## config.mk

```make
export PLATFORM = sky130hd
export DESIGN_NAME = tar_header_stream_parser
export DESIGN_NICKNAME = d
export VERILOG_FILES = /design/src/rtl/core/tarhp_pkg.sv /design/src/rtl/core/tar_header_stream_parser.sv /design/src/rtl/core/tarhp_in_stage.sv /design/src/rtl/core/tarhp_core.sv
export SDC_FILE = /design/constraint.sdc
export NUM_CORES = 1
export LEC_CHECK = 0
export BUFFER_PORTS_ARGS = -buffer_cell sky130_fd_sc_hd__buf_4
export CAP_MARGIN = 40
export CORE_MARGIN = 3
export CORE_UTILIZATION = 35
export DETAILED_ROUTE_END_ITERATION = 10
export PLACE_DENSITY_LB_ADDON = 0.15
export SLEW_MARGIN = 20
export SYNTH_ARGS = -nofsm -noshare
export SYNTH_HDL_FRONTEND = slang
export SYNTH_SLANG_ARGS = --single-unit
```

## constraint.sdc

```tcl
create_clock -name clk_i -period 7.8 [get_ports clk_i]
set_input_delay 1.95 -clock clk_i [delete_from_list [all_inputs] [get_ports clk_i]]
set_output_delay 1.95 -clock clk_i [all_outputs]
set_load 0.03 [all_outputs]
```

## src/rtl/core/tarhp_pkg.sv

```systemverilog
// Shared types and constants of the tar header stream parser.
// Depends on nothing.
`timescale 1ns / 1ps
`default_nettype none

package tarhp_pkg;

  // Header block geometry
  localparam logic [8:0] BlockLast = 9'd511;
  localparam logic [8:0] SizeAt    = 9'd124;
  localparam logic [8:0] SizeEnd   = 9'd135;
  localparam logic [8:0] MagicAt   = 9'd257;
  localparam logic [8:0] MagicEnd  = 9'd261;

  // Characters looked at in the header
  localparam logic [7:0] CharNul   = 8'h00;
  localparam logic [7:0] CharZero  = 8'h30;
  localparam logic [7:0] CharSeven = 8'h37;
  localparam logic [7:0] CharDot   = 8'h2e;
  localparam logic [7:0] CharSlash = 8'h2f;

  localparam logic [7:0] MagicText [5] = '{8'h75, 8'h73, 8'h74, 8'h61, 8'h72};

  // Name skip reported for a "./" prefix
  localparam logic [1:0] DotSkip = 2'd2;

  typedef enum logic [1:0] {
    KindEntry    = 2'd0,
    KindEnd      = 2'd1,
    KindBadMagic = 2'd2
  } result_kind_e;

  // One archive byte as held in the input register
  typedef struct packed {
    logic [7:0] data_byte;
    logic       last_byte;
  } item_t;

endpackage

`default_nettype wire

```

## src/rtl/core/tar_header_stream_parser.sv

```systemverilog
// Channel   Handshake                    Payload
// in        in_valid_i / in_stall_o      data_byte_i, last_byte_i
// out       out_valid_o / out_stall_i    result_kind_o, entry_size_o, data_offset_o, name_skip_o
//
// One archive byte per cycle while no stalled result holds the input; each byte passes through
// the input register, and a header's result is registered in the cycle after its last byte is processed.
// The rate is set by the single pass of the per-byte update of the parser state.
// Reset (rst_ni low) clears all parser state; no clearing pass is needed.
// A stalled result stalls the input only when the next byte completes a header.
//
// Top level: input register feeding the parser core. Depends on tarhp_pkg,
// tarhp_in_stage and tarhp_core.
`timescale 1ns / 1ps
`default_nettype none

module tar_header_stream_parser #(
  parameter int ADDRESS_BITS = 32
) (
  input  wire logic        clk_i,
  input  wire logic        rst_ni,
  input  wire logic        in_valid_i,
  output logic             in_stall_o,
  input  wire logic [7:0]  data_byte_i,
  input  wire logic        last_byte_i,
  output logic             out_valid_o,
  input  wire logic        out_stall_i,
  output logic [1:0]       result_kind_o,
  output logic [35:0]      entry_size_o,
  output logic [31:0]      data_offset_o,
  output logic [1:0]       name_skip_o
);

  tarhp_pkg::item_t in_item;
  tarhp_pkg::item_t held_item;
  logic             held_valid;
  logic             consume;

  assign in_item.data_byte = data_byte_i;
  assign in_item.last_byte = last_byte_i;

  tarhp_in_stage u_in_stage (
    .clk_i      (clk_i),
    .rst_ni     (rst_ni),
    .in_valid_i (in_valid_i),
    .in_stall_o (in_stall_o),
    .item_i     (in_item),
    .valid_o    (held_valid),
    .item_o     (held_item),
    .consume_i  (consume)
  );

  tarhp_core #(
    .ADDRESS_BITS (ADDRESS_BITS)
  ) u_core (
    .clk_i         (clk_i),
    .rst_ni        (rst_ni),
    .valid_i       (held_valid),
    .item_i        (held_item),
    .consume_o     (consume),
    .out_valid_o   (out_valid_o),
    .out_stall_i   (out_stall_i),
    .result_kind_o (result_kind_o),
    .entry_size_o  (entry_size_o),
    .data_offset_o (data_offset_o),
    .name_skip_o   (name_skip_o)
  );

endmodule

`default_nettype wire

```

## src/rtl/core/tarhp_in_stage.sv

```systemverilog
// Input register of the tar header stream parser: holds one byte transfer.
// Depends on tarhp_pkg.
`timescale 1ns / 1ps
`default_nettype none

module tarhp_in_stage (
  input  wire logic            clk_i,
  input  wire logic            rst_ni,
  input  wire logic            in_valid_i,
  output logic                 in_stall_o,
  input  wire tarhp_pkg::item_t item_i,
  output logic                 valid_o,
  output tarhp_pkg::item_t     item_o,
  input  wire logic            consume_i
);

  logic             valid_q, valid_d;
  tarhp_pkg::item_t item_q;
  logic             load;

  // Stall only while a held byte cannot move on
  assign in_stall_o = valid_q && !consume_i;
  assign load       = in_valid_i && !in_stall_o;

  always_comb begin
    valid_d = valid_q;
    if (load) begin
      valid_d = 1'b1;
    end else if (consume_i) begin
      valid_d = 1'b0;
    end
  end

  always_ff @(posedge clk_i or negedge rst_ni) begin
    if (!rst_ni) begin
      valid_q <= 1'b0;
    end else begin
      valid_q <= valid_d;
    end
  end

  // Capture payload on every transfer
  always_ff @(posedge clk_i) begin
    if (load) begin
      item_q <= item_i;
    end
  end

  assign valid_o = valid_q;
  assign item_o  = item_q;

endmodule

`default_nettype wire

```

## src/rtl/core/tarhp_core.sv

```systemverilog
// Parser state, per-byte header logic and the result register.
// Depends on tarhp_pkg.
`timescale 1ns / 1ps
`default_nettype none

module tarhp_core #(
  parameter int ADDRESS_BITS = 32
) (
  input  wire logic             clk_i,
  input  wire logic             rst_ni,
  input  wire logic             valid_i,
  input  wire tarhp_pkg::item_t item_i,
  output logic                  consume_o,
  output logic                  out_valid_o,
  input  wire logic             out_stall_i,
  output logic [1:0]            result_kind_o,
  output logic [35:0]           entry_size_o,
  output logic [31:0]           data_offset_o,
  output logic [1:0]            name_skip_o
);

  typedef enum logic [1:0] {
    PhHeader,
    PhData,
    PhStop
  } phase_e;

  phase_e                  phase_q, phase_d;
  logic [8:0]              block_pos_q, block_pos_d;
  logic [26:0]             skip_blocks_q, skip_blocks_d;
  logic [35:0]             size_acc_q, size_acc_d;
  logic                    octal_live_q, octal_live_d;
  logic                    magic_ok_q, magic_ok_d;
  logic                    name_empty_q, name_empty_d;
  logic                    dot_prefix_q, dot_prefix_d;
  logic [ADDRESS_BITS-1:0] archive_pos_q, archive_pos_d;

  logic                    out_valid_q;
  logic [1:0]              kind_q, kind_d;
  logic [35:0]             size_q, size_d;
  logic [31:0]             offset_q, offset_d;
  logic [1:0]              skip_q, skip_d;

  logic [7:0]              b;
  logic [8:0]              p;
  logic [36:0]             size_round;
  logic [27:0]             blocks;
  logic [ADDRESS_BITS-1:0] pos_next;
  logic [63:0]             pos_wide;
  logic                    res_fire;
  logic                    out_free;
  logic                    step;

  assign b          = item_i.data_byte;
  assign p          = block_pos_q;
  assign pos_next   = archive_pos_q + 1'b1;
  assign pos_wide   = 64'(pos_next);
  assign size_round = {1'b0, size_acc_q} + 37'(tarhp_pkg::BlockLast);
  assign blocks     = size_round[36:9];

  // Take a byte unless it completes a header and the result slot is busy
  assign res_fire  = (phase_q == PhHeader) && (p == tarhp_pkg::BlockLast);
  assign out_free  = !out_valid_q || !out_stall_i;
  assign step      = valid_i && (!res_fire || out_free);
  assign consume_o = step;

  // Next state and result for the held byte
  always_comb begin
    phase_d       = phase_q;
    skip_blocks_d = skip_blocks_q;
    size_acc_d    = size_acc_q;
    octal_live_d  = octal_live_q;
    magic_ok_d    = magic_ok_q;
    name_empty_d  = name_empty_q;
    dot_prefix_d  = dot_prefix_q;
    kind_d        = tarhp_pkg::KindEntry;
    size_d        = '0;
    offset_d      = '0;
    skip_d        = '0;

    case (phase_q)
      PhHeader: begin
        // Name tests
        if (p == 9'd0) begin
          name_empty_d = (b == tarhp_pkg::CharNul);
          dot_prefix_d = (b == tarhp_pkg::CharDot);
        end else if (p == 9'd1) begin
          dot_prefix_d = dot_prefix_q && (b == tarhp_pkg::CharSlash);
        end
        // Octal size digits until the first non-digit
        if ((p inside {[tarhp_pkg::SizeAt:tarhp_pkg::SizeEnd]}) && octal_live_q) begin
          if (b < tarhp_pkg::CharZero || b > tarhp_pkg::CharSeven) begin
            octal_live_d = 1'b0;
          end else begin
            size_acc_d = {size_acc_q[32:0], 3'(b - tarhp_pkg::CharZero)};
          end
        end
        // Magic compare
        if (p inside {[tarhp_pkg::MagicAt:tarhp_pkg::MagicEnd]}) begin
          if (b != tarhp_pkg::MagicText[3'(p - tarhp_pkg::MagicAt)]) begin
            magic_ok_d = 1'b0;
          end
        end
        // Header complete: classify and clear header flags
        if (res_fire) begin
          if (name_empty_q) begin
            kind_d  = tarhp_pkg::KindEnd;
            phase_d = PhStop;
          end else if (!magic_ok_q) begin
            kind_d  = tarhp_pkg::KindBadMagic;
            phase_d = PhStop;
          end else begin
            size_d   = size_acc_q;
            offset_d = pos_wide[31:0];
            skip_d   = dot_prefix_q ? tarhp_pkg::DotSkip : 2'd0;
            if (blocks == '0) begin
              phase_d = PhHeader;
            end else begin
              phase_d       = PhData;
              skip_blocks_d = blocks[26:0] - 27'd1;
            end
          end
          size_acc_d   = '0;
          octal_live_d = 1'b1;
          magic_ok_d   = 1'b1;
          name_empty_d = 1'b0;
          dot_prefix_d = 1'b0;
        end
      end
      PhData: begin
        // Count down data blocks at each block end
        if (p == tarhp_pkg::BlockLast) begin
          if (skip_blocks_q == '0) begin
            phase_d = PhHeader;
          end else begin
            skip_blocks_d = skip_blocks_q - 27'd1;
          end
        end
      end
      default: begin
        // Stopped: drop bytes until the last-byte flag
      end
    endcase

    block_pos_d   = p + 9'd1;
    archive_pos_d = pos_next;

    // Final archive byte returns the parser state to reset
    if (item_i.last_byte) begin
      phase_d       = PhHeader;
      block_pos_d   = '0;
      skip_blocks_d = '0;
      archive_pos_d = '0;
      size_acc_d    = '0;
      octal_live_d  = 1'b1;
      magic_ok_d    = 1'b1;
      name_empty_d  = 1'b0;
      dot_prefix_d  = 1'b0;
    end
  end

  // Hold parser state; advance on each consumed byte
  always_ff @(posedge clk_i or negedge rst_ni) begin
    if (!rst_ni) begin
      phase_q       <= PhHeader;
      block_pos_q   <= '0;
      skip_blocks_q <= '0;
      size_acc_q    <= '0;
      octal_live_q  <= 1'b1;
      magic_ok_q    <= 1'b1;
      name_empty_q  <= 1'b0;
      dot_prefix_q  <= 1'b0;
      archive_pos_q <= '0;
      out_valid_q   <= 1'b0;
    end else begin
      if (step) begin
        phase_q       <= phase_d;
        block_pos_q   <= block_pos_d;
        skip_blocks_q <= skip_blocks_d;
        size_acc_q    <= size_acc_d;
        octal_live_q  <= octal_live_d;
        magic_ok_q    <= magic_ok_d;
        name_empty_q  <= name_empty_d;
        dot_prefix_q  <= dot_prefix_d;
        archive_pos_q <= archive_pos_d;
      end
      if (step && res_fire) begin
        out_valid_q <= 1'b1;
      end else if (!out_stall_i) begin
        out_valid_q <= 1'b0;
      end
    end
  end

  // Load the result register when a header completes
  always_ff @(posedge clk_i) begin
    if (step && res_fire) begin
      kind_q   <= kind_d;
      size_q   <= size_d;
      offset_q <= offset_d;
      skip_q   <= skip_d;
    end
  end

  assign out_valid_o   = out_valid_q;
  assign result_kind_o = kind_q;
  assign entry_size_o  = size_q;
  assign data_offset_o = offset_q;
  assign name_skip_o   = skip_q;

endmodule

`default_nettype wire

```

==> metrics, run 1 <==
Period Utilization, post-route=0.599; GPL Wtd Cong=0.849; synth warn=0; final design area excluding fillers=12100 um^2; maxcap violations=0; net count of the mapped netlist=1127; share of the yosys chip area belonging to registers=0.494; number of cells upsized or downsized after cts=0; final routed wirelength across all metal layers=27.0 mm; hold violation count in the final report=0; count of H-tree levels built during CTS=4; number of antenna violations at the first check in global routing=0; number of violations reported at the end of detailed-routing iteration 0=770; Max clock buf depth=2; EDFF count, synth=80; number of setup violations in the final report=0; wire length per cell=17.6 um; pre-CTS WS=3.29 ns; commonest non-fill, non-tap cell in the layout=nand2_1; Cell variety after synth=75; Min-Delay Startpoint=u_core.skip_blocks_q[0]; TritonCTS clock tree=done; Antenna diodes=0; setup ws final=3.13 ns; post-DP HPWL=18.4 mm; leakage power figure=5.02 nW; number of buffers added by the clock tree synthesis step=17; fraction of met2 tracks used by global routing=0.249; Max-Slew Margin vs Limit=0.483; flop and latch count out of synthesis=192; grt met1 use=0.261; Req. time, crit path=5.85 ns; clock period minus worst slack=4.67 ns; number of stages on the worst hold path=2; remaining design rule violation count=0; Post-layout nets=around 1200; per-cell via count in the routed design=5.47; element type at the critical path end=output pin; primary flip-flop cell chosen by synthesis mapping=dfrtp_1; post-cts hold buffer count=0; highest-count cells in the layout ignoring fill and taps=nand2_1, dfrtp_1, nor2_1; via count of the first global-routing pass=8213; worst reg2reg setup slack=about 3.6 ns; Total Neg Setup Slack=0 ns; largest voltage drop on the vdd net=roughly 0.12 mV; total number of clock tree sinks=between 150 and 200; biggest area consumer among synthesized cells=dfrtp_1; share of Yosys cell area claimed by the top area cell type=0.261; synth-to-layout area growth=14.7%; worst reg-to-reg path cell count=10; DIE HEIGHT=180 um; cell area after placement=about 11000 um^2; Hold Path Class=flip-flop to flip-flop; arrival time of the worst setup path=2.72 ns; Worst Hold End=u_core.skip_blocks_q[0]; outcome=complete, no violations; setup skew after layout=0.0169 ns; crit-path max FO=10; Worst Tran Pin Value=0.775 ns; source of the worst register-to-register timing path=u_core.size_acc_q[3]; element type at the critical path start=flip-flop; first-pass GRT wire length=45.3 mm; largest cells by area after synthesis=dfrtp_1, edfxtp_1, nand2_1, nor2_1, o21ai_0; drt first pass iters=7; Setup Buffers After CTS=0; die boundary width=180 um; met3 capacity usage during global routing=0.0224; cell area power density=approximately 180 nW/um^2; Port-buffer cells=85; FF-to-FF End=u_core.skip_blocks_q[6]; effective utilization at floorplan=0.362; core footprint=29200 um^2; async set-or-reset flop fraction in the synthesized netlist=0.583; startpoint-to-endpoint class of the critical path=flip-flop to output pin; pin count of the biggest net entering global routing=70; max-slew violation total from the final report=0; fraction of layout instances using a drive strength above 1=0.139; overall routing resource usage=0.169; post-synthesis cell count=1106; mean area per synthesized cell=9.54 um^2; root buf cell=clkbuf_16; clock latency on the worst-skew pair=0.44 ns; busiest grt layer=met1; setup repair after global routing missed its margin=no; IO Count=87; number of standard-cell rows in the floorplan=62; die area=32300 um^2; overall via count from detail_route=~8400; f_max=0.214 GHz; residual overflow from global routing=0; clock slew at reported path FFs=0.08 ns; summed instance area of the synthesized netlist=10500 um^2; Routed Antenna Nets=0
[logic make-up (layout without fill, tap and decap cells)]
kind of cell,after synthesis,after routing,share of synthesized area
flops,192,192,0.494
xor+xnor,67,67,0.0556
compound gates,260,260,0.162
other cells,1,1,0.000355
simple gates,470,470,0.230
mux,8,8,0.00795
fa+ha+maj,8,8,0.00949
buf+inv,100,149,0.0404
[state kept, by name (all words and copies together) (netlist names)]
name	cells
u_core.out_valid_o	1
u_core.name_skip_o	1
u_core.phase_q	2
u_core.block_pos_q	9
u_in_stage.valid_o	1
u_core.skip_blocks_q	27
u_in_stage.item_o	9
u_core.archive_pos_q	32
u_core.result_kind_o	2
u_core.size_acc_q	36
u_core.octal_live_q	1
u_core.data_offset_o	32
u_core.entry_size_o	36
u_core.magic_ok_q	1
u_core.dot_prefix_q	1
u_core.name_empty_q	1
[power breakdown]
part / internal (W) / switching (W)
registers: 0.00108 / 0.0000405
clock network: 0.000472 / 0.000466
logic: 0.0000583 / 0.0000923
total: 0.00161 / 0.000599
[per-stage QoR]
stage | cells | hold WS (ns) | total power [W] | util
after floorplan | 1106 | 0.454 | 0.00124 | -
after global placement | 1503 | 0.492 | 0.00129 | 0.391
after detailed placement | 1507 | 0.493 | 0.00129 | 0.393
after CTS | 1539 | 0.509 | 0.00224 | 0.415
after global routing | 1539 | 0.533 | 0.00231 | 0.415
final | 1539 | 0.507 | 0.00221 | 0.415
[critical path, cell delays in order, from the launching register on]
cell,delay [ns]
dfrtp_1,0.52
ha_1,0.35
nand3_1,0.10
nor2_1,0.15
ha_1,0.16
nor2b_1,0.17
nor2b_1,0.28
and3_1,0.23
nand2_1,0.10
inv_1,0.07
buf_4,0.15
[routing by layer]
metal  vias up  routed length, um
li1       4086                  -
met1      4092              13800
met2       216              11700
met3        18               1270
met4         0                289
met5         -                  0
[cells in the mapped netlist (all sizes together), types with 3 or more instances]
cell type / number
nand2: 119
nor2: 112
dfrtp: 110
o21ai: 89
edfxtp: 80
clkbuf: 59
and2: 44
a21oi: 38
nor3: 38
a22o: 36
xnor2: 34
xor2: 33
nand3: 31
o31ai: 29
buf: 25
nand4: 20
and3: 18
inv: 16
nor4: 16
or4: 13
a31oi: 12
and4: 12
nand2b: 11
ha: 8
nor2b: 8
or3: 8
nand3b: 7
a211oi: 6
a21o: 6
mux2i: 5
o211ai: 4
a21boi: 3
a22oi: 3
a2bb2oi: 3
mux2: 3
nand4b: 3
nor4b: 3
o21a: 3
o311ai: 3
o31a: 3
or2: 3
[final cells by class]
type                       count  area, um^2
fill                        2887       17100
sequential                   192        5210
multi-input combinational    814        4930
timing repair buffer         101         792
tap                          384         480
clock buffer                  17         425
clock inverter                15         204
inverter                      16        60.1
[how the worst max path moves through the flow]
stage,start,end,slack [ns],cells after the start
global placement,out_stall_i,u_core.entry_size_o[27],3.28,6
global route,u_core.block_pos_q[0],in_stall_o,2.79,10
finish,u_core.block_pos_q[0],in_stall_o,3.13,10
floorplan,out_stall_i,u_core.data_offset_o[0],1.84,4
CTS,u_core.block_pos_q[0],in_stall_o,3.09,10
detailed placement,out_stall_i,in_stall_o,3.29,5
(Power assumes the default switching activity.)
==> run 2, diff against run 1 <==
clock period = 4 ns   (was 7.8 ns; I/O delays follow)
==> metrics, run 2 (synthesis results as in run 1) <==
outcome=complete, no violations; element type at the critical path start=flip-flop; Max-Slew Margin vs Limit=0.455; Crit path top cell by count=nor2b_1; element type at the critical path end=output pin; final cell count without fillers=1554; Worst Path Buf+Inv=2; clock slew at reported path FFs=0.08 ns; per-cell via count in the routed design=5.43; hold violation count in the final report=0; number of setup violations in the final report=0; commonest non-fill, non-tap cell in the layout=nand2_1; number of antenna violations at the first check in global routing=0; root buf cell=clkbuf_16; Req. time, crit path=roughly 3.0 ns; final routed wirelength across all metal layers=~27 mm; CP Cell Sequence=ha_2 > nand3_1 > nor2_1 > ha_1 > nor2b_1 > nor2b_1 > and3_1 > nand2_1 > inv_1 > buf_4; GPL Wtd Cong=0.854; Post-layout nets=~1200; core footprint=slightly below 30000 um^2; Antenna diodes=0; fin util=0.416; remaining design rule violation count=0; arrival time of the worst setup path=2.70 ns; maximum single-stage delay on the critical path=0.52 ns; DIE HEIGHT=between 150 and 200 um; maxcap violations=0; wire length per cell=around 17 um; number of violations reported at the end of detailed-routing iteration 0=~550; fraction of layout instances using a drive strength above 1=0.150; clock latency on the worst-skew pair=0.44 ns; overall routing resource usage=0.167; setup repair after global routing missed its margin=no; highest-count cells in the layout ignoring fill and taps=nand2_1, buf_4, dfrtp_1; leakage power figure=5.06 nW; clock period minus worst slack=3.70 ns; Period Utilization, post-route=0.926; f_max=0.270 GHz; TritonCTS clock tree=done; count of H-tree levels built during CTS=4; Total Neg Setup Slack=0 ns; Hold Path Class=input pin to async pin; pin count of the biggest net entering global routing=57; synth-to-layout area growth=15.1%; drt first pass iters=5; final-layout worst hold slack=0.368 ns; Worst Tran Pin Value=0.817 ns; number of buffers added by the clock tree synthesis step=17; setup skew after layout=roughly 0.012 ns; residual overflow from global routing=0; slowest cell on the critical path=dfrtp_1; Setup Buffers After CTS=0; cell area power density=between 300 and 400 nW/um^2; largest voltage drop on the vdd net=0.240 mV; overall via count from detail_route=8433; first-pass GRT wire length=44.7 mm; effective utilization at floorplan=0.362; Port-buffer cells=85; number of standard-cell rows in the floorplan=62; Max clock buf depth=2; Routed Antenna Nets=0; startpoint-to-endpoint class of the critical path=flip-flop to output pin; die area=32300 um^2; crit-path max FO=10; IO Count=87; cell family with the largest share of critical-path delay=simple AND/OR/NAND/NOR gates; total instance count after detailed placement=1521; total number of clock tree sinks=roughly 190; max-slew violation total from the final report=0; via count of the first global-routing pass=just over 8000; post-DP HPWL=18.3 mm; die boundary width=180 um
-- run 2: worst paths after layout --
| path | start | end | slack [ns] | cells past startpoint |
|---|---|---|---|---|
| max | u_core.block_pos_q[0] | in_stall_o | 0.30 | 10 |
| min | rst_ni | u_core.size_acc_q[1] | 0.37 | 1 |
| max reg2reg | u_core.size_acc_q[11] | u_core.skip_blocks_q[6] | 0.36 | 10 |
| min reg2reg | u_core.skip_blocks_q[1] | u_core.skip_blocks_q[1] | 0.51 | 2 |
| max in group asynchronous | rst_ni | u_core.skip_blocks_q[10] | 2.84 | 3 |
| min in group clk_i | u_core.skip_blocks_q[1] | u_core.skip_blocks_q[1] | 0.51 | 2 |
-- run 2: layout make-up --
| cell class | instances | area, um^2 |
|---|---|---|
| fill | 2930 | 17000 |
| sequential | 192 | 5210 |
| multi-input combinational | 814 | 4930 |
| timing repair buffer | 116 | 891 |
| tap | 384 | 480 |
| clock buffer | 17 | 425 |
| clock inverter | 15 | 148 |
| inverter | 16 | 60.1 |
-- run 2: worst reg2reg max path, stage by stage (launching register included) --
cell	delay, ns
dfrtp_1	0.52
nand4_2	0.36
nor4_4	0.65
nand2_2	0.19
o32a_1	0.38
a211o_1	0.30
or4_4	0.47
a21boi_2	0.20
buf_4	0.24
a211oi_1	0.07
a21o_1	0.17
-- run 2: per-layer routing --
layer	up-vias	track usage	wire, um
met1	4126	0.236	12700
met3	20	0.0275	1020
met5	-	0	0
li1	4110	-	-
met2	177	0.268	12600
met4	0	0.0452	380
-- run 2: where the power goes --
part | switching (W) | internal (W) | total (W) | leakage, nW
Clock | 0.000830 | 0.000881 | 0.00171 | 0.280
Combinational | 0.000185 | 0.000116 | 0.000301 | 2.36
Sequential | 0.0000823 | 0.00211 | 0.00219 | 2.43
-- run 2: timing repair --
action | 4_1_cts | 5_1_grt
endpoints found under the setup margin | 0 | 1
hold buffers | 0 | 0
gates resized for setup | 0 | 1
-- run 2: through the flow --
stage	setup WS [ns]	power, W	cell area [um^2]
3_5_place_dp	0.420	0.00253	11500
5_1_grt	0.0727	0.00439	12100
4_1_cts	0.226	0.00425	12100
2_1_floorplan	0.407	0.00241	10600
6_report	0.296	0.00420	12100
3_3_place_gp	0.476	0.00253	11500
==> run 3, diff against run 2 <==
SYNTH_HIERARCHICAL = 1   (was unset)
==> metrics, run 3 <==
Period Utilization, post-route=0.936; number of cells upsized or downsized after cts=0; footprint of the multi-input gates=5020 um^2; GPL Wtd Cong=0.866; fin util=0.419; first-pass GRT wire length=46.2 mm; die area=32500 um^2; f_max=0.267 GHz; dominant cell by count in the synthesized netlist=nand2_1; pin count of the biggest net entering global routing=78; setup skew after layout=0.0149 ns; largest cells by area after synthesis=dfrtp_1, edfxtp_1, nand2_1, nor2_1, o21ai_0; Max clock buf depth=2; DIE HEIGHT=roughly 180 um; synth-to-layout area growth=17.3%; number of setup violations in the final report=0; number of stages on the worst hold path=1; mean area per synthesized cell=9.53 um^2; Antenna diodes=0; EDFF count, synth=80; total instance count after detailed placement=1551; clock slew at reported path FFs=roughly 0.090 ns; element type at the critical path start=flip-flop; share of the yosys chip area belonging to registers=0.490; count of H-tree levels built during CTS=4; top cell types by occurrence after synthesis=nand2_1, dfrtp_1, nor2_1; startpoint-to-endpoint class of the critical path=flip-flop to output pin; number of standard-cell rows in the floorplan=63; die boundary width=180 um; remaining design rule violation count=0; root buf cell=clkbuf_16; post-cts hold buffer count=0; final cell count without fillers=roughly 1600; worst reg-to-reg path cell count=10; largest voltage drop on the vdd net=0.237 mV; core footprint=29800 um^2; fraction of layout instances using a drive strength above 1=0.173; commonest non-fill, non-tap cell in the layout=buf_4; Hold Path Class=flip-flop to flip-flop; synth warn=6; setup repair after global routing missed its margin=no; Post-layout nets=1202; overall via count from detail_route=8669; wire length per cell=~18 um; Max-Slew Margin vs Limit=0.431; total number of clock tree sinks=192; FF-to-FF End=u_core/skip_blocks_q[26]; summed instance area of the synthesized netlist=10600 um^2; area taken by flip-flops and latches=about 5200 um^2; post-DP HPWL=19.1 mm; number of antenna violations at the first check in global routing=0; Min-Delay Startpoint=u_core/archive_pos_q[31]; Worst Hold End=u_core/archive_pos_q[31]; IO Count=87; leakage power figure=5.38 nW; effective utilization at floorplan=0.357; final design area excluding fillers=12500 um^2; number of buffers added by the clock tree synthesis step=17; cell area power density=around 340 nW/um^2; cell area after placement=11800 um^2; crit-path max FO=6; highest-count cells in the layout ignoring fill and taps=buf_4, nand2_1, dfrtp_1; filler cell count=2940; source of the worst register-to-register timing path=u_core/size_acc_q[12]; Design Power=between 0.004 and 0.005 W; Cell variety after synth=74; final routed wirelength across all metal layers=28.1 mm; clock period minus worst slack=3.74 ns; Setup Buffers After CTS=0; hold violation count in the final report=0; post-synthesis cell count=1115; element type at the critical path end=output pin; async set-or-reset flop fraction in the synthesized netlist=0.583; outcome=complete, no violations; net count of the mapped netlist=1136; overall routing resource usage=0.173; Port-buffer cells=85; number of violations reported at the end of detailed-routing iteration 0=~640; maxcap violations=0; arrival time of the worst setup path=approximately 2.7 ns; residual overflow from global routing=0; worst reg2reg setup slack=0.47 ns; primary flip-flop cell chosen by synthesis mapping=dfrtp_1; biggest area consumer among synthesized cells=dfrtp_1; per-cell via count in the routed design=5.47; max-slew violation total from the final report=0; TritonCTS clock tree=done; Total Neg Setup Slack=0 ns; drt first pass iters=5; Req. time, crit path=around 3 ns; clock latency on the worst-skew pair=0.44 ns; flop and latch count out of synthesis=192; share of Yosys cell area claimed by the top area cell type=0.259; via count of the first global-routing pass=between 8000 and 9000; Worst Tran Pin Value=approximately 0.85 ns; Routed Antenna Nets=0
-- run 3: cell types whose count changed after synthesis, sizes merged, moves of 8 or more --
cell / change
mux2i: +10
xor2: -12
xnor2: +11
and3: +33
a21oi: -14
and2: -30
o21ai: -8
clkbuf: +9
-- run 3: worst max path at each step --
stage	startpoint	end	slack, ns
CTS	u_core/block_pos_q[0]	in_stall_o	0.08
global route	u_core/block_pos_q[1]	in_stall_o	0.02
floorplan	u_core/phase_q[0]	u_core/skip_blocks_q[24]	0.40
detailed placement	u_core/block_pos_q[0]	u_core/size_acc_q[35]	0.43
finish	u_core/block_pos_q[1]	in_stall_o	0.26
global placement	u_core/block_pos_q[0]	u_core/size_acc_q[3]	0.55
-- run 3: cells by family (layout without fill, tap and decap cells) --
| kind of cell | after synthesis | in the layout | share of synthesized area |
|---|---|---|---|
| other | 1 | 1 | 0.000353 |
| flip-flops | 192 | 192 | 0.490 |
| AO/OA/AOI/OAI | 257 | 257 | 0.166 |
| buffers and inverters | 106 | 185 | 0.0411 |
| adder cells (fa/ha/maj) | 8 | 8 | 0.00942 |
| multiplexers | 17 | 17 | 0.0162 |
| AND/OR/NAND/NOR | 468 | 468 | 0.223 |
| XOR/XNOR | 66 | 66 | 0.0544 |
-- run 3: where the power goes --
| group | internal [W] | switching (W) | total [W] |
|---|---|---|---|
| clock network | 0.000870 | 0.000920 | 0.00179 |
| registers | 0.00209 | 0.0000646 | 0.00215 |
| logic | 0.000100 | 0.000174 | 0.000274 |
| total | 0.00306 | 0.00116 | 0.00422 |
-- run 3: layout make-up --
| type | instances | share of cell area |
|---|---|---|
| clock inverters | 15 | 0.0158 |
| multi-input cells | 817 | 0.402 |
| well taps | 390 | 0.0391 |
| clock buffers | 17 | 0.0341 |
| flip-flops and latches | 192 | 0.418 |
| inverters | 14 | 0.00421 |
| repair buffers | 139 | 0.0867 |
-- run 3: per-stage QoR --
stage                     setup WS [ns]  hold WS (ns)
after global placement            0.553         0.483
final                             0.258         0.502
after detailed placement          0.429         0.486
after global routing             0.0170         0.524
after CTS                        0.0781         0.504
after floorplan                   0.399         0.458
-- run 3: worst max-delay path: stages, from the launching register on --
cell and delay [ns]:
dfrtp_1 0.44, ha_2 0.27, nand3_1 0.18, nor3_1 0.23, ha_1 0.18, nand2b_1 0.13
or2_4 0.32, o21ai_4 0.15, inv_1 0.06, nand2b_4 0.15, inv_1 0.05, buf_4 0.15
-- run 3: routing by layer --
metal | share of wire | track usage | vias up
met3 | 0.040 | 0.0273 | 15
met2 | 0.45 | 0.268 | 179
met4 | 0.010 | 0.0335 | 0
met1 | 0.50 | 0.260 | 4270
met5 | 0 | 0 | -
li1 | - | - | 4205
